<file path="src/hw/rtl/tpt_pkg.sv">
// ----------------------------------------------------------------------------
// tpt_pkg
// Shared types and constants of the thick polyline tessellator.
// ----------------------------------------------------------------------------
`timescale 1ns / 1ps

package tpt_pkg;

   localparam int COORD_BITS_DEF = 32;
   localparam int JOB_DEPTH_DEF  = 4;
   localparam int THICK_BITS     = 31;
   localparam int CSR_IDX_BITS   = 2;

   localparam logic [CSR_IDX_BITS-1:0] CSR_LINE_THICKNESS = 2'd0;
   localparam logic [CSR_IDX_BITS-1:0] CSR_CLOSED_LOOP    = 2'd1;

   localparam logic [THICK_BITS-1:0] THICK_RESET = 31'd65536;

   localparam logic [1:0] ST_OK   = 2'd0;
   localparam logic [1:0] ST_ZERO = 2'd1;
   localparam logic [1:0] ST_FEW  = 2'd2;

   typedef struct packed {
      logic err;
      logic last;
   } job_ctrl_type;

endpackage

</file>
<file path="src/hw/rtl/tpt_front.sv">
// ----------------------------------------------------------------------------
// tpt_front
// Takes vertices, tracks the chain and issues segment or error jobs.
// ----------------------------------------------------------------------------
`timescale 1ns / 1ps

module tpt_front import tpt_pkg::*; #(
   parameter int CW = COORD_BITS_DEF
) (
   input  logic                 clock,
   input  logic                 reset,
   input  logic                 closed_loop,
   input  logic                 req_push,
   output logic                 req_full,
   input  logic signed [CW-1:0] req_vertex_x,
   input  logic signed [CW-1:0] req_vertex_y,
   input  logic                 req_chain_end,
   output logic                 q_wr,
   output logic [4*CW-1:0]      q_data,
   output job_ctrl_type         q_ctrl,
   input  logic                 q_full
);

   logic [CW-1:0] prev_x_ff, prev_y_ff, first_x_ff, first_y_ff;
   logic [CW-1:0] prev_x_in, prev_y_in, first_x_in, first_y_in;
   logic [1:0]    seen_ff, seen_in;
   logic          pend_ff, pend_in;
   logic [4*CW-1:0] pend_data_ff, pend_data_in;

   logic acc, too_few, do_close;

   assign req_full = pend_ff | q_full;
   assign acc      = req_push & ~req_full;
   assign too_few  = req_chain_end & ((seen_ff == 2'd0) | (closed_loop & (seen_ff == 2'd1)));
   assign do_close = req_chain_end & closed_loop &
                     ((req_vertex_x != first_x_ff) | (req_vertex_y != first_y_ff));

   always_comb begin
      prev_x_in    = prev_x_ff;
      prev_y_in    = prev_y_ff;
      first_x_in   = first_x_ff;
      first_y_in   = first_y_ff;
      seen_in      = seen_ff;
      pend_in      = pend_ff;
      pend_data_in = pend_data_ff;
      q_wr         = 1'b0;
      q_data       = pend_data_ff;
      q_ctrl       = '{err: 1'b0, last: 1'b1};
      if (acc) begin
         if (too_few) begin
            q_wr    = 1'b1;
            q_ctrl  = '{err: 1'b1, last: 1'b1};
            seen_in = 2'd0;
         end else begin
            if (seen_ff == 2'd0) begin
               first_x_in = req_vertex_x;
               first_y_in = req_vertex_y;
            end else begin
               q_wr   = 1'b1;
               q_data = {prev_x_ff, prev_y_ff, req_vertex_x, req_vertex_y};
               q_ctrl = '{err: 1'b0, last: ~do_close};
            end
            if (do_close) begin
               pend_in      = 1'b1;
               pend_data_in = {req_vertex_x, req_vertex_y, first_x_ff, first_y_ff};
            end
            prev_x_in = req_vertex_x;
            prev_y_in = req_vertex_y;
            if (req_chain_end) begin
               seen_in = 2'd0;
            end else if (seen_ff != 2'd3) begin
               seen_in = seen_ff + 2'd1;
            end
         end
      end else if (pend_ff && !q_full) begin
         q_wr    = 1'b1;
         q_data  = pend_data_ff;
         q_ctrl  = '{err: 1'b0, last: 1'b1};
         pend_in = 1'b0;
      end
   end

   always_ff @(posedge clock) begin
      if (reset) begin
         prev_x_ff  <= '0;
         prev_y_ff  <= '0;
         first_x_ff <= '0;
         first_y_ff <= '0;
         seen_ff    <= 2'd0;
         pend_ff    <= 1'b0;
      end else begin
         prev_x_ff  <= prev_x_in;
         prev_y_ff  <= prev_y_in;
         first_x_ff <= first_x_in;
         first_y_ff <= first_y_in;
         seen_ff    <= seen_in;
         pend_ff    <= pend_in;
      end
      pend_data_ff <= pend_data_in;
   end

endmodule

</file>
<file path="config.mk">
export PLATFORM = sky130hd
export DESIGN_NAME = tpt_front
export DESIGN_NICKNAME = d
export VERILOG_FILES = /design/src/hw/rtl/tpt_pkg.sv /design/src/hw/rtl/tpt_front.sv
export SDC_FILE = /design/constraint.sdc
export NUM_CORES = 1
export LEC_CHECK = 0
export BUFFER_PORTS_ARGS = -buffer_cell sky130_fd_sc_hd__buf_2
export CELL_PAD_IN_SITES_DETAIL_PLACEMENT = 0
export CELL_PAD_IN_SITES_GLOBAL_PLACEMENT = 2
export CORE_ASPECT_RATIO = 0.75
export CORE_MARGIN = 2
export CORE_UTILIZATION = 39
export CTS_CLUSTER_SIZE = 24
export DETAILED_ROUTE_END_ITERATION = 7
export GPL_TIMING_DRIVEN = 1
export HOLD_SLACK_MARGIN = 0.03
export PLACE_DENSITY_LB_ADDON = 0.1
export RECOVER_POWER = 25
export SYNTH_ARGS = -nofsm -noshare
export SYNTH_HDL_FRONTEND = slang
export SYNTH_SLANG_ARGS = --single-unit
</file>
<file path="constraint.sdc">
create_clock -name clock -period 18.55 [get_ports clock]
set_clock_uncertainty 0.1 [all_clocks]
set_input_delay 1.855 -clock clock [delete_from_list [all_inputs] [get_ports clock]]
set_output_delay 1.855 -clock clock [all_outputs]
set_load 0.01 [all_outputs]
</file>
==> impl_metrics.json <==
{
  "report.final.slew_viol_count": 73,
  "layout-drive-gt1-share_pct": 26.6,
  "p_leak_nw": 4.53,
  "nets": 1201,
  "synthToLayoutAreaGrowth_pct": 18.7,
  "worstSetupStartpointType": "input pin",
  "synth_area_leaders": "edfxtp_1 36%, dfxtp_1 24%, mux2_2 12%",
  "antennaDiodeCount": 0,
  "setup-violations-final": 0,
  "path_cells": "buf_2, or2_1, nor2_1, nand2_2, nor2_4, buf_4, buf_4, mux2_2, buf_2",
  "critPathMaxFanout": 68,
  "crit_end": "q_data[31]",
  "fmax_mhz": 141,
  "insertion_delay_ns": 0.53,
  "die_w_um": 196,
  "dpl.hpwl_mm": 17.8,
  "overflow": 0,
  "finalHoldViolations": 0,
  "synthCells": 947,
  "yosys.area.top_type": "edfxtp_1",
  "setup-tns-final_ns": 0,
  "r2r_start": "first_y_ff[29]$_SDFFE_PP0P_",
  "netlist_area_um2": 10800,
  "r2r-end": "pend_data_ff[24]$_DFFE_PP_",
  "p_per_area_nw_per_um2": 101,
  "grt_start_max_net_pins": 129,
  "cts_sinks": 259,
  "cp_num_cells": 9,
  "place_congestion": 0.739,
  "cp-end-kind": "output pin",
  "grt_usage_pct": 19.4,
  "fin_crit_sh_pct": 38.1,
  "cap_viol_max_count": 1,
  "place.port_buffers": 201,
  "hold_class": "register to register",
  "ys_seq_area_share_pct": 59.7,
  "die_h_um": 148,
  "ys.warnings.count": 0,
  "arrival_ns": 5.12,
  "cts_tree": "built",
  "synth_edf_count": 128,
  "core_area_um2": 27100,
  "drtIter0Drc": 339,
  "postCtsSetupBuffers": 0,
  "fin_crit_ns": 7.07,
  "drc": 0,
  "outcome": "finished with violations",
  "rsz0062_at_grt": "false",
  "path_buf_inv": 4,
  "grt_pass1_wl_mm": 43.7,
  "cts.clk_slew.worst_paths_ns": 0.06,
  "syn_avg_cell_area_um2": 11.4,
  "numCtsBuffers": 27,
  "min_from": "prev_y_ff[9]$_SDFFE_PP0P_",
  "dr.pass1.iters": 5,
  "wirelength_mm": 28.6,
  "die_area_um2": 29100,
  "crit_start": "q_full",
  "final_cell_mix": "258 x nand2_1, 136 x buf_2, 131 x dfxtp_1",
  "synthArstFlopShare_pct": 0,
  "reg2reg_depth": 6,
  "peakVddDrop_v": 0.0000665,
  "cp_top_family": "buffers and inverters",
  "violations": "max-capacitance violations, max-slew violations",
  "synthFlopType": "dfxtp_1",
  "synth_top_area_share_pct": 35.5,
  "max_stage_delay_ns": 0.88,
  "ctsHoldBuffers": 0,
  "rrSetupSlack_ns": 15.60,
  "first_global_vias": 7053,
  "ctsRootBufferMaster": "clkbuf_16",
  "viasPerCell": 4.90,
  "slew_headroom_pct": -146,
  "h-tree-depth": 1,
  "ys_ff_latch": 259,
  "ant_nets": 0,
  "io_pins": 202,
  "crit_type": "input pin to output pin",
  "antenna_found_initial": 0,
  "tightest_slew_ns": 3.69,
  "ys_types": 33,
  "cp_slowest_cell": "buf_4",
  "routedWlPerCell_um": 19.1,
  "num_rows": 52,
  "clockBufferDepth": 3,
  "required_ns": 16.59,
  "syn-num-nets": 1020,
  "vias": 7340,
  "post_cts_resized": 0,
  "start_util_pct": 39.9,
  "mostFrequentLayoutCell": "nand2_1",
  "final_util_pct": 47.4
}
[state kept, by name (all words and copies together), names as in the netlist]
| name | cells |
|---|---|
| pend_data_ff | 128 |
| pend_ff | 1 |
| prev_y_ff | 32 |
| seen_ff | 2 |
| first_y_ff | 32 |
| first_x_ff | 32 |
| prev_x_ff | 32 |
[stage by stage]
step	hold WS, ns	setup slack [ns]	power (mW)	cell area (um^2)	cells
floorplan	0.333	9.52	0.676	10800	947
global placement	0.345	11.52	0.713	12000	1450
detailed placement	0.344	11.46	0.714	12000	1450
CTS	0.353	11.45	1.31	12900	1498
global route	0.367	11.23	1.34	12800	1498
finish	0.352	11.48	1.29	12800	1498
[worst register-to-register path, delay by kind of cell, from the launching register on]
kind	cells	cell delay, ns
XOR/XNOR	1	0.35
buffers and inverters	1	0.26
flip-flops	1	0.33
AND/OR/NAND/NOR	4	1.36
[cell families (layout without fill, tap and decap cells)]
logic type                 Yosys count  in the layout  synth area share (%)
AOI/OAI and AO/OA                  136            136                  6.47
xor gates and xnor gates            64             64                  5.18
adders and majority gates            3              3                 0.347
buffers and inverters               60            260                  3.81
DFF                                259            259                  59.7
muxes                              128            128                  13.3
and+or+nand+nor                    297            297                  11.1
[layout make-up]
type | instances | area (um^2)
inverter | 4 | 15.0
fill | 2629 | 14300
sequential | 259 | 6470
timing repair buffer | 208 | 990
tap | 351 | 439
multi-input combinational | 628 | 3970
clock buffer | 37 | 733
clock inverter | 11 | 234
[synth_stat cells (2+ instances only)]
library cell / count
nand4_1: 17
nand2_1: 260
xnor2_1: 64
nand2b_1: 2
clkbuf_1: 23
buf_1: 3
inv_1: 4
a21oi_2: 3
a21oi_1: 129
nor4_1: 5
dfxtp_1: 131
nor2_1: 5
buf_6: 14
buf_8: 4
buf_2: 8
mux2_1: 16
mux2_2: 112
edfxtp_1: 128
buf_4: 3
ha_1: 3
[metal layers]
layer	vias to the layer above	routed length (um)	GRT usage, %
met5	-	0	0
met4	0	323	3.14
met3	25	1180	2.90
met2	169	12200	28.5
met1	3512	14900	30.5
li1	3634	-	-
[where the power goes]
part           total, mW  switching (mW)  internal, mW
sequential         0.619         0.00730         0.612
clock              0.594           0.222         0.373
combinational     0.0783          0.0521        0.0263
[worst min-delay path by stage]
stage	endpoint	slack, ns	depth (start not counted)
after global routing	prev_x_ff[10]$_SDFFE_PP0P_	0.37	2
after detailed placement	prev_y_ff[9]$_SDFFE_PP0P_	0.34	2
after floorplan	prev_x_ff[0]$_SDFFE_PP0P_	0.33	2
after global placement	prev_x_ff[23]$_SDFFE_PP0P_	0.34	2
after CTS	prev_y_ff[9]$_SDFFE_PP0P_	0.35	2
final	prev_y_ff[9]$_SDFFE_PP0P_	0.35	2
Note: power is estimated with default switching activity, not from simulation.
