File: src/hw/rtl/tpt_pkg.sv
// ----------------------------------------------------------------------------
// tpt_pkg
// Shared types and constants of the thick polyline tessellator.
// ----------------------------------------------------------------------------
`timescale 1ns / 1ps

package tpt_pkg;

   localparam int COORD_BITS_DEF = 32;
   localparam int JOB_DEPTH_DEF  = 4;
   localparam int THICK_BITS     = 31;
   localparam int CSR_IDX_BITS   = 2;

   localparam logic [CSR_IDX_BITS-1:0] CSR_LINE_THICKNESS = 2'd0;
   localparam logic [CSR_IDX_BITS-1:0] CSR_CLOSED_LOOP    = 2'd1;

   localparam logic [THICK_BITS-1:0] THICK_RESET = 31'd65536;

   localparam logic [1:0] ST_OK   = 2'd0;
   localparam logic [1:0] ST_ZERO = 2'd1;
   localparam logic [1:0] ST_FEW  = 2'd2;

   typedef struct packed {
      logic err;
      logic last;
   } job_ctrl_type;

endpackage

File: src/hw/rtl/tpt_job_queue.sv
// ----------------------------------------------------------------------------
// tpt_job_queue
// Short job queue between the front and the back.
// ----------------------------------------------------------------------------
`timescale 1ns / 1ps

module tpt_job_queue import tpt_pkg::*; #(
   parameter int W     = 4 * COORD_BITS_DEF,
   parameter int DEPTH = JOB_DEPTH_DEF
) (
   input  logic         clock,
   input  logic         reset,
   input  logic         wr,
   input  logic [W-1:0] wr_data,
   input  job_ctrl_type wr_ctrl,
   output logic         full,
   input  logic         rd,
   output logic [W-1:0] rd_data,
   output job_ctrl_type rd_ctrl,
   output logic         empty
);

   localparam int PW = (DEPTH > 1) ? $clog2(DEPTH) : 1;
   localparam int NW = $clog2(DEPTH + 1);

   logic [W-1:0]  data_mem [DEPTH];
   job_ctrl_type  ctrl_mem [DEPTH];
   logic [PW-1:0] wp_ff, wp_in, rp_ff, rp_in;
   logic [NW-1:0] cnt_ff, cnt_in;
   logic          do_wr, do_rd;

   assign full    = (cnt_ff == NW'(DEPTH));
   assign empty   = (cnt_ff == '0);
   assign do_wr   = wr & ~full;
   assign do_rd   = rd & ~empty;
   assign rd_data = data_mem[rp_ff];
   assign rd_ctrl = ctrl_mem[rp_ff];

   always_comb begin
      wp_in  = wp_ff;
      rp_in  = rp_ff;
      cnt_in = cnt_ff;
      if (do_wr) wp_in = (wp_ff == PW'(DEPTH - 1)) ? '0 : wp_ff + PW'(1);
      if (do_rd) rp_in = (rp_ff == PW'(DEPTH - 1)) ? '0 : rp_ff + PW'(1);
      if (do_wr && !do_rd) cnt_in = cnt_ff + NW'(1);
      else if (do_rd && !do_wr) cnt_in = cnt_ff - NW'(1);
   end

   always_ff @(posedge clock) begin
      if (reset) begin
         wp_ff  <= '0;
         rp_ff  <= '0;
         cnt_ff <= '0;
      end else begin
         wp_ff  <= wp_in;
         rp_ff  <= rp_in;
         cnt_ff <= cnt_in;
      end
      if (do_wr) begin
         data_mem[wp_ff] <= wr_data;
         ctrl_mem[wp_ff] <= wr_ctrl;
      end
   end

endmodule

File: config.mk
export PLATFORM = sky130hd
export DESIGN_NAME = tpt_job_queue
export DESIGN_NICKNAME = d
export VERILOG_FILES = /design/src/hw/rtl/tpt_pkg.sv /design/src/hw/rtl/tpt_job_queue.sv
export SDC_FILE = /design/constraint.sdc
export NUM_CORES = 1
export LEC_CHECK = 0
export BUFFER_PORTS_ARGS = -buffer_cell sky130_fd_sc_hd__buf_2
export CELL_PAD_IN_SITES_DETAIL_PLACEMENT = 1
export CELL_PAD_IN_SITES_GLOBAL_PLACEMENT = 1
export CORE_ASPECT_RATIO = 0.6
export CORE_MARGIN = 8
export CORE_UTILIZATION = 45
export CTS_CLUSTER_DIAMETER = 150
export DETAILED_ROUTE_END_ITERATION = 10
export PLACE_DENSITY_LB_ADDON = 0.1
export SYNTH_ARGS = -nofsm -noshare
export SYNTH_HDL_FRONTEND = slang
export SYNTH_SLANG_ARGS = --single-unit
File: constraint.sdc
create_clock -name clock -period 4.6 [get_ports clock]
set_input_delay 0.92 -clock clock [delete_from_list [all_inputs] [get_ports clock]]
set_output_delay 0.92 -clock clock [all_outputs]
set_load 0.05 [all_outputs]
==> flow_summary.ini, run 1 <==
[logic_synthesis]
synth.avg_cell_area_um2 = 26.5
synth_top_cell_by_area = edfxtp_1
synth_fa_ha_area_share_pct = 0.492
yosys.cell_count.top_type = edfxtp_1
synth_top_area_share_pct = 80.8
synth_cell_types = 26
synth_edf_count = 520
synth_area_um2 = 19300
synth_top_family_by_area = multiplexers
synthXorXnorAreaFrac_pct = 0.0906
yosys-top-cells-count = edfxtp_1, mux4_2, buf_12, buf_2, dfxtp_1
synth_compound_area_share_pct = 0.233
ys_warn_count = 0
syn_nets = 870
synth_ff_type = edfxtp_1
synth-simple-area-share_pct = 0.440
synthMuxAreaShare_pct = 15.2
synthCells = 729
synth.yosys.seq_area_share_pct = 81.7
async_flop_share_pct = 0
synth_area_leaders = edfxtp_1, mux4_2, buf_12
synth_seq_cells = 529

[clock_tree]
clk_pin_slew_ns = 0.06
clkLatencyLatePin_ns = 0.55
cts_tree = done
cts_resized = 0
cts-hold-fix-buffers = 0
htreeDepth = 2
numCtsBuffers = 48
clock_path_buffers = 3
postCtsSetupBuffers = 0
cts_root_buf = clkbuf_16
cts.sinks = 529

[worst_setup_path]
path_delay_family = buffers and inverters
cp-start-kind = flip-flop
path_class = reg -> out
required_ns = 3.68
endpoint_kind = output pin
path_buf_inv = 2
worst_ep_arrival_time_ns = 2.41
cp_slowest_stage_delay_ns = 0.67
crit_chain = buf_4 -> mux4_2 -> buf_2
worstPathMaxFanout = 33
cp_slowest_cell = dfxtp_4

[detailed_routing]
route.detailed.drc = 0
ant_nets = 0
dr.first_iter.drc_count = 506
route.detailed.wl_per_inst_um = 24.6
vias = 8461
via_per_inst = 5.18
drt-total-wl_um = 40100
dr.pass1.iters = 4

[outcome]
outcome = complete, no violations

[timing]
fin_skew_ns = 0.00877
fmax_ghz = 0.300
setup_viol = 0
hold_viol_final = 0
min_period_ns = 3.33
relSlewSlack_pct = 47.7
final-max-slew-violation-count = 0
finalSetupTns_ns = 0
fin_crit_sh_pct = 72.4
worst_pin_slew_ns = 0.785
rsz0062_at_grt = no

[final_layout]
syn2layout_area_growth_pct = 17.7
drive_above_1_share_pct = 45.0
final_nets = 1169
final_cells = 1632
finalInstanceArea_um2 = 22800
fill_cells = 3668

[place]
globalplace.congestion = 0.691
place_inst = 1548
post_dp_cell_area_um2 = 21300
hpwl_um = 24900
io_buffers = 265

[global_routing]
grt_start_max_net_pins = 70
grt_pass1_vias = 9305
grt_overflow = 0
grt_antenna_before_repair = 7
grt_use_total_pct = 15.7
grt_pass1_wl_um = 60400

[die]
core_um2 = 42200
ios = 266
num_rows = 58
die_area_um2 = 50100
die_x_um = 284
die_h_um = 177
initial_core_util_pct = 45.9

[power_and_ir_drop]
powerDensity_nw_per_um2 = 609
ir_worst_vdd_v = 0.000299
p_leak_nw = 7.53

[min_path]
hold_path.class = reg -> reg

[flow_run]
maxCapViolations = 0
-- path summary, 6_finish.rpt --
kind	startpoint	end	slack, ns	cells after the start
worst min register to register	rp_ff[0]	flip-flop	0.50	2
worst max-delay path	flip-flop	rd_data[3]	1.27	3
worst max register to register	cnt_ff[0]	data_mem[0][1]	2.21	3
worst min-delay path	rp_ff[0]	flip-flop	0.50	2
-- registers in the layout, indices dropped and copies added (netlist names), named ones only --
signal and cells:
cnt_ff 3, ctrl_mem 8, data_mem 512, rp_ff 2
wp_ff 2
-- through the flow --
stage / utilization [%] / worst slack, ns / hold WS [ns] / total power, mW
after floorplan: - / 0.133 / 0.463 / 9.31
final: 54.0 / 1.27 / 0.495 / 13.9
after global placement: 50.4 / 1.79 / 0.487 / 10.2
after CTS: 54.0 / 1.18 / 0.512 / 14.1
after detailed placement: 50.4 / 1.78 / 0.496 / 10.2
after global routing: 54.0 / 1.08 / 0.544 / 14.4
-- layout make-up --
type / count / area [um2] / share of cell area (%)
sequential: 529 / 15800 / 69.4
multi-input combinational: 164 / 3210 / 14.1
timing repair buffer: 280 / 1510 / 6.65
clock buffer: 63 / 1280 / 5.62
tap: 570 / 713 / 3.13
clock inverter: 19 / 215 / 0.946
inverter: 5 / 18.8 / 0.0825
antenna: 2 / 5.00 / 0.0220
-- power breakdown --
group	total (mW)	switching, mW	internal [mW]
sequential	5.98	0.154	5.83
clock	3.87	1.65	2.23
combinational	4.01	2.84	1.17
-- routing by layer --
layer / vias to the layer above / track usage (%) / share of wire, %
met5: - / 0 / 0.14
met4: 8 / 3.23 / 1.3
met3: 53 / 3.83 / 4.7
met2: 162 / 25.8 / 49
met1: 4480 / 21.5 / 44
li1: 3758 / - / -
-- worst min-delay path, cell delays in order (launching register included) --
cell	delay (ns)
dfxtp_1	0.32
nand2_1	0.06
a21oi_1	0.07
-- cell usage in the layout, fill, tap and decap left out, types with 5 or more instances in the layout --
cell type / n
edfxtp_1: 520
buf_2: 265
mux4_2: 130
clkbuf_16: 49
clkbuf_1: 14
clkinv_1: 9
buf_4: 9
dfxtp_1: 7
ha_1: 6
buf_12: 6
bufinv_16: 5
-- cell families (layout without fill, tap and decap cells) --
kind of cell,Yosys count,in the layout
compound gates,7,7
xor+xnor,2,2
fa+ha+maj,7,7
buf+inv,36,367
flops,529,529
mux,132,132
other cells,0,2
simple gates,16,16
No activity file was read; power rests on OpenSTA's default activity.
==> run 2, diff against run 1 <==
==> constraint.sdc (replaced) <==
create_clock -name clock -period 2.7 [get_ports clock]
set_input_delay 0.54 -clock clock [delete_from_list [all_inputs] [get_ports clock]]
set_output_delay 0.54 -clock clock [all_outputs]
set_load 0.05 [all_outputs]
==> flow_summary.ini, run 2 (synthesis results as in run 1) <==
[clock_tree]
cts-hold-fix-buffers = 0
numCtsBuffers = 48
clkLatencyLatePin_ns = 0.56
htreeDepth = 2
clock_path_buffers = 3
cts_tree = done
cts_root_buf = clkbuf_16
clk_pin_slew_ns = 0.07
cts.sinks = 529

[place]
globalplace.congestion = 0.694
hpwl_um = 25300
io_buffers = 265
post_dp_cell_area_um2 = 21500
place_inst = 1558

[timing]
worst_pin_slew_ns = 0.544
fmax_ghz = 0.381
min_period_ns = 2.62
fin_skew_ns = 0.0237
finalSetupTns_ns = 0
final-max-slew-violation-count = 0
hold_viol_final = 0
relSlewSlack_pct = 63.4
rsz0062_at_grt = yes
timing.hold.ws_ns = 0.193
setup_viol = 0
fin_crit_sh_pct = 97.2

[worst_setup_path]
cp-start-kind = flip-flop
endpoint_kind = output pin
cp_slowest_stage_delay_ns = 0.53
worst_ep_arrival_time_ns = 2.08
path_class = reg -> out
required_ns = 2.16
worstPathMaxFanout = 12
reg2reg_slack_ns = 0.41
crit_chain = buf_8 -> buf_16 -> mux4_2 -> buf_2
timing.rr.end = cnt_ff[2]
reg2regPathDepth = 9
cp_slowest_cell = mux4_2
r2r_start = cnt_ff[0]

[power_and_ir_drop]
p_comb_share_pct = 30.4
power.switching_mw = 8.12
p_sw_share_pct = 33.1
p_leak_nw = 7.82
powerDensity_nw_per_um2 = 1050
power_frac_seq_pct = 41.4
clock_power_share_pct = 28.2
ir_worst_vdd_v = 0.000684
internal_power_mw = 16.4

[global_routing]
grt_antenna_before_repair = 4
grt_pass1_wl_um = 61100
grt_start_max_net_pins = 69
grt_pass1_vias = 9318
grt_use_total_pct = 15.9
grt_overflow = 0

[final_layout]
fill_cells = 3617
final_cells = 1656
drive_above_1_share_pct = 47.1
largestRegisters = data_mem x512, ctrl_mem x8, cnt_ff x3
finalInstanceArea_um2 = 23400
syn2layout_area_growth_pct = 21.1
final_nets = 1189
seq_area_um2 = 15800
final_common_cell = edfxtp_1
largest_register_ffs = 512
final_cell_mix = edfxtp_1, buf_2, mux4_2
multi_input_area_um2 = 3210
n_antenna_cell = 0
top_register = data_mem

[detailed_routing]
dr.first_iter.drc_count = 561
route.met3.wl_um = 1750
wl_met1_um = 17900
route.met2.wl_um = 20900
route.detailed.drc = 0
dr.pass1.iters = 4
route.detailed.wl_per_inst_um = 24.9
drt-total-wl_um = 41200
ant_nets = 0
via_per_inst = 5.13
top_layer_used = met5
vias = 8499

[die]
core_um2 = 42200
die_area_um2 = 50100
die_x_um = 284
ios = 266
num_rows = 58
die_h_um = 177
initial_core_util_pct = 45.9

[flow_run]
maxCapViolations = 0

[min_path]
min_from = wr_data[54]
hold_depth = 1
holdPathEnd = data_mem[2][54]
hold_path.class = in -> reg

[outcome]
outcome = complete, no violations
-- run 2: critical path, delay by kind of cell, from the launching register on --
family	cells	cell delay, ns
muxes	1	0.53
buffers and inverters	3	0.58
DFF	1	0.39
-- run 2: how the worst max path moves through the flow --
stage / end / cells after the start / slack (ns) / start
finish: rd_data[33] / 4 / 0.08 / flip-flop
global route: rd_data[33] / 4 / -0.02 / flip-flop
CTS: rd_data[109] / 4 / -0.05 / flip-flop
detailed placement: cnt_ff[2] / 9 / 0.39 / cnt_ff[0]
global placement: cnt_ff[2] / 9 / 0.44 / wr
floorplan: ctrl_mem[0][0] / 3 / -0.04 / cnt_ff[0]
-- run 2: layout make-up --
type                            count  share of cell area, %
Multi-Input combinational cell    164                   13.7
Inverter                            5                 0.0802
Clock inverter                     29                   1.38
Sequential cell                   529                   67.5
Clock buffer                       59                   5.48
Tap cell                          570                   3.05
Timing Repair Buffer              300                   8.78
-- run 2: power groups by stage --
| stage | clock network, mW | registers (mW) | logic, mW |
|---|---|---|---|
| finish | 6.93 | 10.1 | 7.46 |
| global route | 7.39 | 10.2 | 7.84 |
| CTS | 7.15 | 10.2 | 7.43 |
| detailed placement | 0 | 10.4 | 7.17 |
| global placement | 0 | 10.3 | 7.15 |
| floorplan | 0 | 10.3 | 5.54 |
-- run 2: repair_timing --
item | 4_1_cts | 5_1_grt
setup buffers | 4 | 0
setup endpoints to repair | 75 | 50
gates cloned | 2 | 4
gates resized for setup | 11 | 38
-- run 2: metal layers --
layer	up-vias	GRT usage [%]
met5	-	0
met4	4	3.10
met3	53	3.77
met2	166	26.9
met1	4479	21.2
li1	3797	-
-- run 2: through the flow --
step | setup slack (ns) | power, mW | utilization (%)
finish | 0.0758 | 24.5 | 55.5
global route | -0.0237 | 25.4 | 55.5
CTS | -0.0471 | 24.7 | 55.2
detailed placement | 0.393 | 17.5 | 51.0
global placement | 0.443 | 17.5 | 51.0
floorplan | -0.0403 | 15.8 | -
