<file path="src/hw/rtl/tpt_pkg.sv">
// ----------------------------------------------------------------------------
// tpt_pkg
// Shared types and constants of the thick polyline tessellator.
// ----------------------------------------------------------------------------
`timescale 1ns / 1ps

package tpt_pkg;

   localparam int COORD_BITS_DEF = 32;
   localparam int JOB_DEPTH_DEF  = 4;
   localparam int THICK_BITS     = 31;
   localparam int CSR_IDX_BITS   = 2;

   localparam logic [CSR_IDX_BITS-1:0] CSR_LINE_THICKNESS = 2'd0;
   localparam logic [CSR_IDX_BITS-1:0] CSR_CLOSED_LOOP    = 2'd1;

   localparam logic [THICK_BITS-1:0] THICK_RESET = 31'd65536;

   localparam logic [1:0] ST_OK   = 2'd0;
   localparam logic [1:0] ST_ZERO = 2'd1;
   localparam logic [1:0] ST_FEW  = 2'd2;

   typedef struct packed {
      logic err;
      logic last;
   } job_ctrl_type;

endpackage

</file>
<file path="src/hw/rtl/tpt_back.sv">
// ----------------------------------------------------------------------------
// tpt_back
// Segment engine: normalize, square root, divide, scale, emit six corners.
// ----------------------------------------------------------------------------
`timescale 1ns / 1ps

module tpt_back import tpt_pkg::*; #(
   parameter int CW = COORD_BITS_DEF
) (
   input  logic                  clock,
   input  logic                  reset,
   input  logic [THICK_BITS-1:0] thickness,
   input  logic                  q_empty,
   output logic                  q_rd,
   input  logic [4*CW-1:0]       q_data,
   input  job_ctrl_type          q_ctrl,
   output logic                  rsp_empty,
   input  logic                  rsp_pop,
   output logic signed [CW-1:0]  rsp_out_x,
   output logic signed [CW-1:0]  rsp_out_y,
   output logic [1:0]            rsp_status,
   output logic                  rsp_run_last
);

   localparam int MW = (CW + 1 > 31) ? CW + 1 : 31;
   localparam int EW = ((CW > 32) ? CW : 32) + 2;

   typedef enum logic [10:0] {
      S_IDLE = 11'b00000000001,
      S_NORM = 11'b00000000010,
      S_SQX  = 11'b00000000100,
      S_SQY  = 11'b00000001000,
      S_SUM  = 11'b00000010000,
      S_ROOT = 11'b00000100000,
      S_DIVI = 11'b00001000000,
      S_DIV  = 11'b00010000000,
      S_MUL  = 11'b00100000000,
      S_EMIT = 11'b01000000000,
      S_ERR  = 11'b10000000000
   } state_type;

   state_type state_ff, state_in;
   logic signed [CW-1:0] px_ff, py_ff, qx_ff, qy_ff, px_in, py_in, qx_in, qy_in;
   job_ctrl_type ctrl_ff, ctrl_in;
   logic [1:0]    st_ff, st_in;
   logic [MW-1:0] ax_ff, ay_ff, ax_in, ay_in;
   logic          negx_ff, negy_ff, negx_in, negy_in;
   logic [61:0]   sqx_ff, sqy_ff, sqx_in, sqy_in;
   logic [63:0]   rem_ff, res_ff, bit_ff, rem_in, res_in, bit_in;
   logic          sel_ff, sel_in;
   logic [31:0]   num_ff, drem_ff, quo_ff, num_in, drem_in, quo_in;
   logic [4:0]    cnt_ff, cnt_in;
   logic [30:0]   nx_ff, ny_ff, nx_in, ny_in;

   logic                 out_valid_ff, out_valid_in;
   logic signed [CW-1:0] out_x_ff, out_y_ff, out_x_in, out_y_in;
   logic [1:0]           out_st_ff, out_st_in;
   logic                 out_last_ff, out_last_in;

   logic signed [CW-1:0] jpx, jpy, jqx, jqy;
   logic signed [CW:0]   dx, dy;
   logic [CW:0]          absx, absy;
   logic [MW-1:0]        maxv;
   logic [30:0]          mul_a, mul_b;
   logic [61:0]          prod;
   logic [63:0]          root_t;
   logic [61:0]          num;
   logic [32:0]          r2, len33;
   logic [30:0]          uc;
   logic [61:0]          nsum;
   logic signed [EW-1:0] nxs, nys, bx, by, tx, ty;
   logic                 use_q, plus;
   logic                 out_free;

   function automatic logic [CW-1:0] sat(input logic signed [EW-1:0] v);
      logic [EW-CW:0] hi;
      hi = v[EW-1:CW-1];
      if ((&hi) | ~(|hi)) sat = v[CW-1:0];
      else if (v[EW-1]) sat = {1'b1, {(CW-1){1'b0}}};
      else sat = {1'b0, {(CW-1){1'b1}}};
   endfunction

   assign jpx  = q_data[4*CW-1 -: CW];
   assign jpy  = q_data[3*CW-1 -: CW];
   assign jqx  = q_data[2*CW-1 -: CW];
   assign jqy  = q_data[CW-1:0];
   assign dx   = (CW+1)'(jqx) - (CW+1)'(jpx);
   assign dy   = (CW+1)'(jqy) - (CW+1)'(jpy);
   assign absx = dx[CW] ? $unsigned(-dx) : $unsigned(dx);
   assign absy = dy[CW] ? $unsigned(-dy) : $unsigned(dy);
   assign maxv = (ax_ff > ay_ff) ? ax_ff : ay_ff;

   assign uc = (quo_ff > 32'h4000_0000) ? 31'h4000_0000 : quo_ff[30:0];

   always_comb begin
      mul_a = uc;
      mul_b = thickness;
      if (state_ff == S_SQX) begin
         mul_a = ax_ff[30:0];
         mul_b = ax_ff[30:0];
      end else if (state_ff == S_SQY) begin
         mul_a = ay_ff[30:0];
         mul_b = ay_ff[30:0];
      end
   end
   assign prod   = mul_a * mul_b;
   assign nsum   = prod + 62'h4000_0000;
   assign root_t = res_ff + bit_ff;
   assign num    = {(sel_ff ? ay_ff[30:0] : ax_ff[30:0]), 30'd0} + 62'(res_ff[31:1]);
   assign r2     = {drem_ff, num_ff[31]};
   assign len33  = {1'b0, res_ff[31:0]};

   // corner select: e0 e1 e2 e0 e2 e3
   always_comb begin
      unique case (cnt_ff[2:0])
         3'd0:    begin use_q = 1'b0; plus = 1'b1; end
         3'd1:    begin use_q = 1'b0; plus = 1'b0; end
         3'd2:    begin use_q = 1'b1; plus = 1'b0; end
         3'd3:    begin use_q = 1'b0; plus = 1'b1; end
         3'd4:    begin use_q = 1'b1; plus = 1'b0; end
         3'd5:    begin use_q = 1'b1; plus = 1'b1; end
         default: begin use_q = 1'b0; plus = 1'b0; end
      endcase
   end
   assign nxs = negx_ff ? -$signed(EW'(nx_ff)) : $signed(EW'(nx_ff));
   assign nys = negy_ff ? -$signed(EW'(ny_ff)) : $signed(EW'(ny_ff));
   assign bx  = use_q ? EW'(qx_ff) : EW'(px_ff);
   assign by  = use_q ? EW'(qy_ff) : EW'(py_ff);
   assign tx  = bx + (plus ? nys : -nys);
   assign ty  = by + (plus ? -nxs : nxs);

   assign out_free = ~out_valid_ff | rsp_pop;
   assign q_rd     = (state_ff == S_IDLE) & ~q_empty;

   always_comb begin
      state_in = state_ff;
      px_in = px_ff; py_in = py_ff; qx_in = qx_ff; qy_in = qy_ff;
      ctrl_in = ctrl_ff; st_in = st_ff;
      ax_in = ax_ff; ay_in = ay_ff; negx_in = negx_ff; negy_in = negy_ff;
      sqx_in = sqx_ff; sqy_in = sqy_ff;
      rem_in = rem_ff; res_in = res_ff; bit_in = bit_ff;
      sel_in = sel_ff; num_in = num_ff; drem_in = drem_ff; quo_in = quo_ff;
      cnt_in = cnt_ff; nx_in = nx_ff; ny_in = ny_ff;
      out_x_in = out_x_ff; out_y_in = out_y_ff;
      out_st_in = out_st_ff; out_last_in = out_last_ff;
      out_valid_in = rsp_pop ? 1'b0 : out_valid_ff;

      unique case (state_ff)
         S_IDLE: begin
            if (!q_empty) begin
               px_in = jpx; py_in = jpy; qx_in = jqx; qy_in = jqy;
               ctrl_in = q_ctrl;
               ax_in = MW'(absx); ay_in = MW'(absy);
               negx_in = dx[CW]; negy_in = dy[CW];
               nx_in = '0; ny_in = '0; sel_in = 1'b0; cnt_in = '0;
               if (q_ctrl.err) begin
                  state_in = S_ERR;
               end else if (dx == '0 && dy == '0) begin
                  st_in = ST_ZERO;
                  state_in = S_EMIT;
               end else begin
                  st_in = ST_OK;
                  state_in = S_NORM;
               end
            end
         end
         S_NORM: begin
            if ((maxv >> 31) != '0) begin
               ax_in = ax_ff >> 1;
               ay_in = ay_ff >> 1;
            end else if (!maxv[30]) begin
               ax_in = ax_ff << 1;
               ay_in = ay_ff << 1;
            end else begin
               state_in = S_SQX;
            end
         end
         S_SQX: begin
            sqx_in = prod;
            state_in = S_SQY;
         end
         S_SQY: begin
            sqy_in = prod;
            state_in = S_SUM;
         end
         S_SUM: begin
            rem_in = 64'(sqx_ff) + 64'(sqy_ff);
            res_in = '0;
            bit_in = 64'h4000_0000_0000_0000;
            state_in = S_ROOT;
         end
         S_ROOT: begin
            if (rem_ff >= root_t) begin
               rem_in = rem_ff - root_t;
               res_in = (res_ff >> 1) + bit_ff;
            end else begin
               res_in = res_ff >> 1;
            end
            bit_in = bit_ff >> 2;
            if (bit_ff == 64'd1) state_in = S_DIVI;
         end
         S_DIVI: begin
            drem_in = 32'(num[61:32]);
            num_in = num[31:0];
            quo_in = '0;
            cnt_in = '0;
            state_in = S_DIV;
         end
         S_DIV: begin
            if (r2 >= len33) begin
               drem_in = 32'(r2 - len33);
               quo_in = {quo_ff[30:0], 1'b1};
            end else begin
               drem_in = r2[31:0];
               quo_in = {quo_ff[30:0], 1'b0};
            end
            num_in = {num_ff[30:0], 1'b0};
            cnt_in = cnt_ff + 5'd1;
            if (cnt_ff == 5'd31) state_in = S_MUL;
         end
         S_MUL: begin
            if (sel_ff) begin
               ny_in = nsum[61:31];
               cnt_in = '0;
               state_in = S_EMIT;
            end else begin
               nx_in = nsum[61:31];
               sel_in = 1'b1;
               state_in = S_DIVI;
            end
         end
         S_EMIT: begin
            if (out_free) begin
               out_valid_in = 1'b1;
               out_x_in = sat(tx);
               out_y_in = sat(ty);
               out_st_in = st_ff;
               out_last_in = (cnt_ff == 5'd5) & ctrl_ff.last;
               cnt_in = cnt_ff + 5'd1;
               if (cnt_ff == 5'd5) state_in = S_IDLE;
            end
         end
         S_ERR: begin
            if (out_free) begin
               out_valid_in = 1'b1;
               out_x_in = '0;
               out_y_in = '0;
               out_st_in = ST_FEW;
               out_last_in = 1'b1;
               state_in = S_IDLE;
            end
         end
         default: state_in = S_IDLE;
      endcase
   end

   always_ff @(posedge clock) begin
      if (reset) begin
         state_ff     <= S_IDLE;
         out_valid_ff <= 1'b0;
      end else begin
         state_ff     <= state_in;
         out_valid_ff <= out_valid_in;
      end
      px_ff <= px_in; py_ff <= py_in; qx_ff <= qx_in; qy_ff <= qy_in;
      ctrl_ff <= ctrl_in; st_ff <= st_in;
      ax_ff <= ax_in; ay_ff <= ay_in; negx_ff <= negx_in; negy_ff <= negy_in;
      sqx_ff <= sqx_in; sqy_ff <= sqy_in;
      rem_ff <= rem_in; res_ff <= res_in; bit_ff <= bit_in;
      sel_ff <= sel_in; num_ff <= num_in; drem_ff <= drem_in; quo_ff <= quo_in;
      cnt_ff <= cnt_in; nx_ff <= nx_in; ny_ff <= ny_in;
      out_x_ff <= out_x_in; out_y_ff <= out_y_in;
      out_st_ff <= out_st_in; out_last_ff <= out_last_in;
   end

   assign rsp_empty    = ~out_valid_ff;
   assign rsp_out_x    = out_x_ff;
   assign rsp_out_y    = out_y_ff;
   assign rsp_status   = out_st_ff;
   assign rsp_run_last = out_last_ff;

endmodule

</file>
<file path="config.mk">
export PLATFORM = sky130hd
export DESIGN_NAME = tpt_back
export DESIGN_NICKNAME = d
export VERILOG_FILES = /design/src/hw/rtl/tpt_pkg.sv /design/src/hw/rtl/tpt_back.sv
export SDC_FILE = /design/constraint.sdc
export NUM_CORES = 2
export LEC_CHECK = 0
export BUFFER_PORTS_ARGS = -buffer_cell sky130_fd_sc_hd__buf_2
export CAP_MARGIN = 15
export CORE_UTILIZATION = 50
export CTS_BUF_LIST = sky130_fd_sc_hd__clkbuf_8
export DETAILED_ROUTE_END_ITERATION = 8
export PLACE_DENSITY = 0.75
export SLEW_MARGIN = 20
export SYNTH_ARGS = -nofsm -noshare
export SYNTH_HDL_FRONTEND = slang
export SYNTH_SLANG_ARGS = --single-unit
export TNS_END_PERCENT = 5
</file>
<file path="constraint.sdc">
create_clock -name clock -period 11.8 [get_ports clock]
set_clock_uncertainty 0.2 [all_clocks]
set_input_delay 2.36 -clock clock [delete_from_list [all_inputs] [get_ports clock]]
set_output_delay 2.36 -clock clock [all_outputs]
set_load 0.1 [all_outputs]
</file>
==> impl_metrics.tcl <==
set metrics [dict create \
    max_cap_violations 0 \
    pwr-share-seq_pct 31.3 \
    grt_pass1_wl_um 447000 \
    hold_class "flip-flop to flip-flop" \
    leakage_nw 41.5 \
    track_usage_pct 33.5 \
    peakVddDrop_mv 0.293 \
    yosysSeqAreaShare_pct 24.9 \
    postLayoutCellArea_um2 94700 \
    dpl.hpwl_um 240000 \
    layoutNonFillerInstCount 12400 \
    syn_area_um2 86900 \
    syn_inst 9731 \
    coreArea_um2 172000 \
    firstDrtPassIters 9 \
    end_kind "flip-flop" \
    synth_edf_count 713 \
    async_flop_share_pct 0 \
    max_freq_mhz 86.2 \
    place_congestion 1.02 \
    wire_per_inst_um 24.0 \
    ctsHoldBuffers 0 \
    placed_area_um2 91900 \
    grt_start_max_net_pins 99 \
    synth_seq_cells 725 \
    crit_top_cell "fa_1" \
    io_pins 234 \
    reg2reg_from "state_ff[1]" \
    relSlewSlack_pct 20.7 \
    crit_type "flip-flop to flip-flop" \
    fin_nets 11600 \
    cts.clk_slew.worst_paths_ns 0.07 \
    port_buffers 233 \
    setup_viol 0 \
    power_frac_comb_pct 46.6 \
    whs_path_depth 2 \
    crit_required_ns 12.17 \
    sw_frac_of_total_pct 42.5 \
    grt_antenna_before_repair 15 \
    cts_buffer_depth 3 \
    drive_gt1_share_pct 9.80 \
    die_area_um2 176000 \
    fin_crit_ns 11.61 \
    finalCritPeriodShare_pct 98.4 \
    root_buffer "clkbuf_8" \
    regArea_um2 21700 \
    syn_area_per_cell_um2 8.93 \
    rsz0062_at_grt "no" \
    slowest_delay_ns 0.73 \
    first_global_vias 74600 \
    die_y_um 419 \
    ys_warn_count 0 \
    intPower_mw 6.47 \
    critPathLaunchType "flip-flop" \
    ys.flop_type "edfxtp_1" \
    clock_power_share_pct 22.0 \
    slew_violations 0 \
    clock_latency_ns 0.90 \
    power_switching_mw 4.78 \
    multi_input_area_um2 59900 \
    syn_to_final_growth_pct 8.93 \
    place_inst 12100 \
    synthesis.nets 11400 \
    cp_max_fo 18 \
    wl_um 298000 \
    r2r_cells 35 \
    cts_tree "yes" \
    grt-ovfl-total 0 \
    drt_iter0_drc 8514 \
    finalHoldViolCount 0 \
    ys_types 102 \
    fp.dieW_um 419 \
    fillers 15300 \
    min_from "num_ff[16]" \
    htreeDepth 4 \
    cpMaxStageDelayCell "a21oi_1" \
    vias_per_cell 6.15 \
    p_per_area_nw_per_um2 119 \
    dr_total_vias 76200 \
    worstMarginPinSlew_ns 1.17 \
    hold-path-endpoint "num_ff[17]" \
    status "finished clean" \
    r2r_slack_ns 0.19 \
    cts_sinks 725 \
    postRouteAntennaNets 0 \
    r2r-end "ny_ff[29]" \
    rows 152 \
    initial_core_util_pct 50.5 \
    drc 0 \
    cts_buffers 134 \
    worst_ep_arrival_time_ns 11.98 \
]
==> worst max-delay path, delay by kind of cell (launching register included) <==
family | cells | cell delay (ns)
fa+ha+maj | 9 | 4.46
buf+inv | 6 | 0.77
flops | 1 | 0.47
compound gates | 4 | 1.58
simple gates | 15 | 3.65
xor+xnor | 1 | 0.13
==> worst max-delay path by stage <==
stage,from,endpoint,slack (ns),depth (start not counted)
final,state_ff[1],ny_ff[29],0.19,35
after global routing,state_ff[1],ny_ff[29],0.01,33
after CTS,state_ff[1],ny_ff[29],0.05,33
after detailed placement,thickness[5],ny_ff[29],-0.09,28
after global placement,thickness[15],ny_ff[29],0.06,28
after floorplan,state_ff[1],nx_ff[29],0.06,37
==> registers in the layout, summed over array words and instances (netlist names), 32 cells and up <==
register	flops
ax_ff	33
ay_ff	33
bit_ff	32
drem_ff	32
num_ff	32
px_ff	32
py_ff	32
quo_ff	32
qx_ff	32
qy_ff	32
rem_ff	64
res_ff	64
rsp_out_x	32
rsp_out_y	32
sqx_ff	62
sqy_ff	62
==> kinds of logic (layout without fill, tap and decap cells) <==
| logic type | after synthesis | after routing | share of synthesized area, % |
|---|---|---|---|
| adder cells (fa/ha/maj) | 1499 | 1499 | 28.9 |
| flip-flops | 725 | 725 | 24.9 |
| XOR/XNOR | 629 | 629 | 6.34 |
| other | 0 | 14 | 0 |
| AND/OR/NAND/NOR | 3172 | 3173 | 16.6 |
| AO/OA/AOI/OAI | 2066 | 2066 | 15.1 |
| multiplexers | 135 | 135 | 1.67 |
| buffers and inverters | 1505 | 1837 | 6.54 |
==> cell usage after synthesis, drive strengths merged, types with 143 or more instances <==
| library cell | count | area share [%] |
|---|---|---|
| nor2 | 1111 | 4.8 |
| inv | 1050 | 4.5 |
| nand2 | 1016 | 4.4 |
| fa | 844 | 19 |
| edfxtp | 713 | 25 |
| ha | 655 | 9.4 |
| a21oi | 592 | 3.4 |
| o21ai | 472 | 2.8 |
| clkbuf | 398 | 1.7 |
| xnor2 | 348 | 3.5 |
| xor2 | 281 | 2.8 |
| a21o | 215 | 1.9 |
| nand3 | 143 | 0.82 |
==> cell usage in the layout, fill, tap and decap left out, drive strengths merged, types with 77 or more instances in the layout <==
| master | netlist | layout |
|---|---|---|
| nor2 | 1111 | 1111 |
| inv | 1050 | 1089 |
| nand2 | 1016 | 1017 |
| fa | 844 | 844 |
| edfxtp | 713 | 713 |
| ha | 655 | 655 |
| a21oi | 592 | 592 |
| buf | 56 | 549 |
| o21ai | 472 | 472 |
| xnor2 | 348 | 348 |
| xor2 | 281 | 281 |
| a21o | 215 | 215 |
| nand3 | 143 | 143 |
| nor3 | 139 | 139 |
| clkbuf | 398 | 138 |
| a31oi | 127 | 127 |
| and2 | 118 | 118 |
| a211oi | 114 | 114 |
| nand4 | 111 | 111 |
| nor2b | 86 | 86 |
| mux2 | 83 | 83 |
| nand2b | 77 | 77 |
==> timing repair <==
action,in CTS,in global routing
resized for setup,0,30
setup buffers,0,4
setup endpoints to repair,0,45
==> final cells by class <==
class / instances / area share (%)
Timing Repair Buffer: 550 / 3.87
Antenna cell: 14 / 0.0370
Clock inverter: 99 / 0.772
Sequential cell: 725 / 22.9
Inverter: 1051 / 4.18
Clock buffer: 137 / 1.99
Multi-Input combinational cell: 7502 / 63.2
Tap cell: 2310 / 3.05
==> power by group through the flow <==
stage	Sequential, mW	Combinational (mW)	Clock (mW)
5_1_grt	3.53	5.68	2.59
4_1_cts	3.51	5.13	2.49
6_report	3.53	5.25	2.48
2_1_floorplan	3.68	3.62	0
3_3_place_gp	3.56	4.99	0
3_5_place_dp	3.56	5.10	0
==> metal layers <==
layer | part of all wire [%] | wire length [um] | vias to the layer above | global-route usage [%]
li1 | - | - | 33800 | -
met1 | 39 | 117000 | 37200 | 44.3
met2 | 44 | 130000 | 4338 | 51.2
met3 | 11 | 32000 | 868 | 7.49
met4 | 6.1 | 18200 | 10 | 17.5
met5 | 0.023 | 69 | - | 0
==> metrics by stage <==
step | TNS (ns) | total power, mW | setup WS (ns) | hold slack [ns] | utilization, %
2_1_floorplan | 0 | 7.31 | 0.0569 | 0.281 | -
3_3_place_gp | 0 | 8.54 | 0.0606 | 0.303 | 53.4
3_5_place_dp | -0.185 | 8.66 | -0.0925 | 0.309 | 53.4
4_1_cts | 0 | 11.1 | 0.0472 | 0.322 | 54.9
5_1_grt | 0 | 11.8 | 0.0114 | 0.347 | 55.0
6_report | 0 | 11.3 | 0.193 | 0.328 | 55.0
No activity file was read; power rests on OpenSTA's default activity.
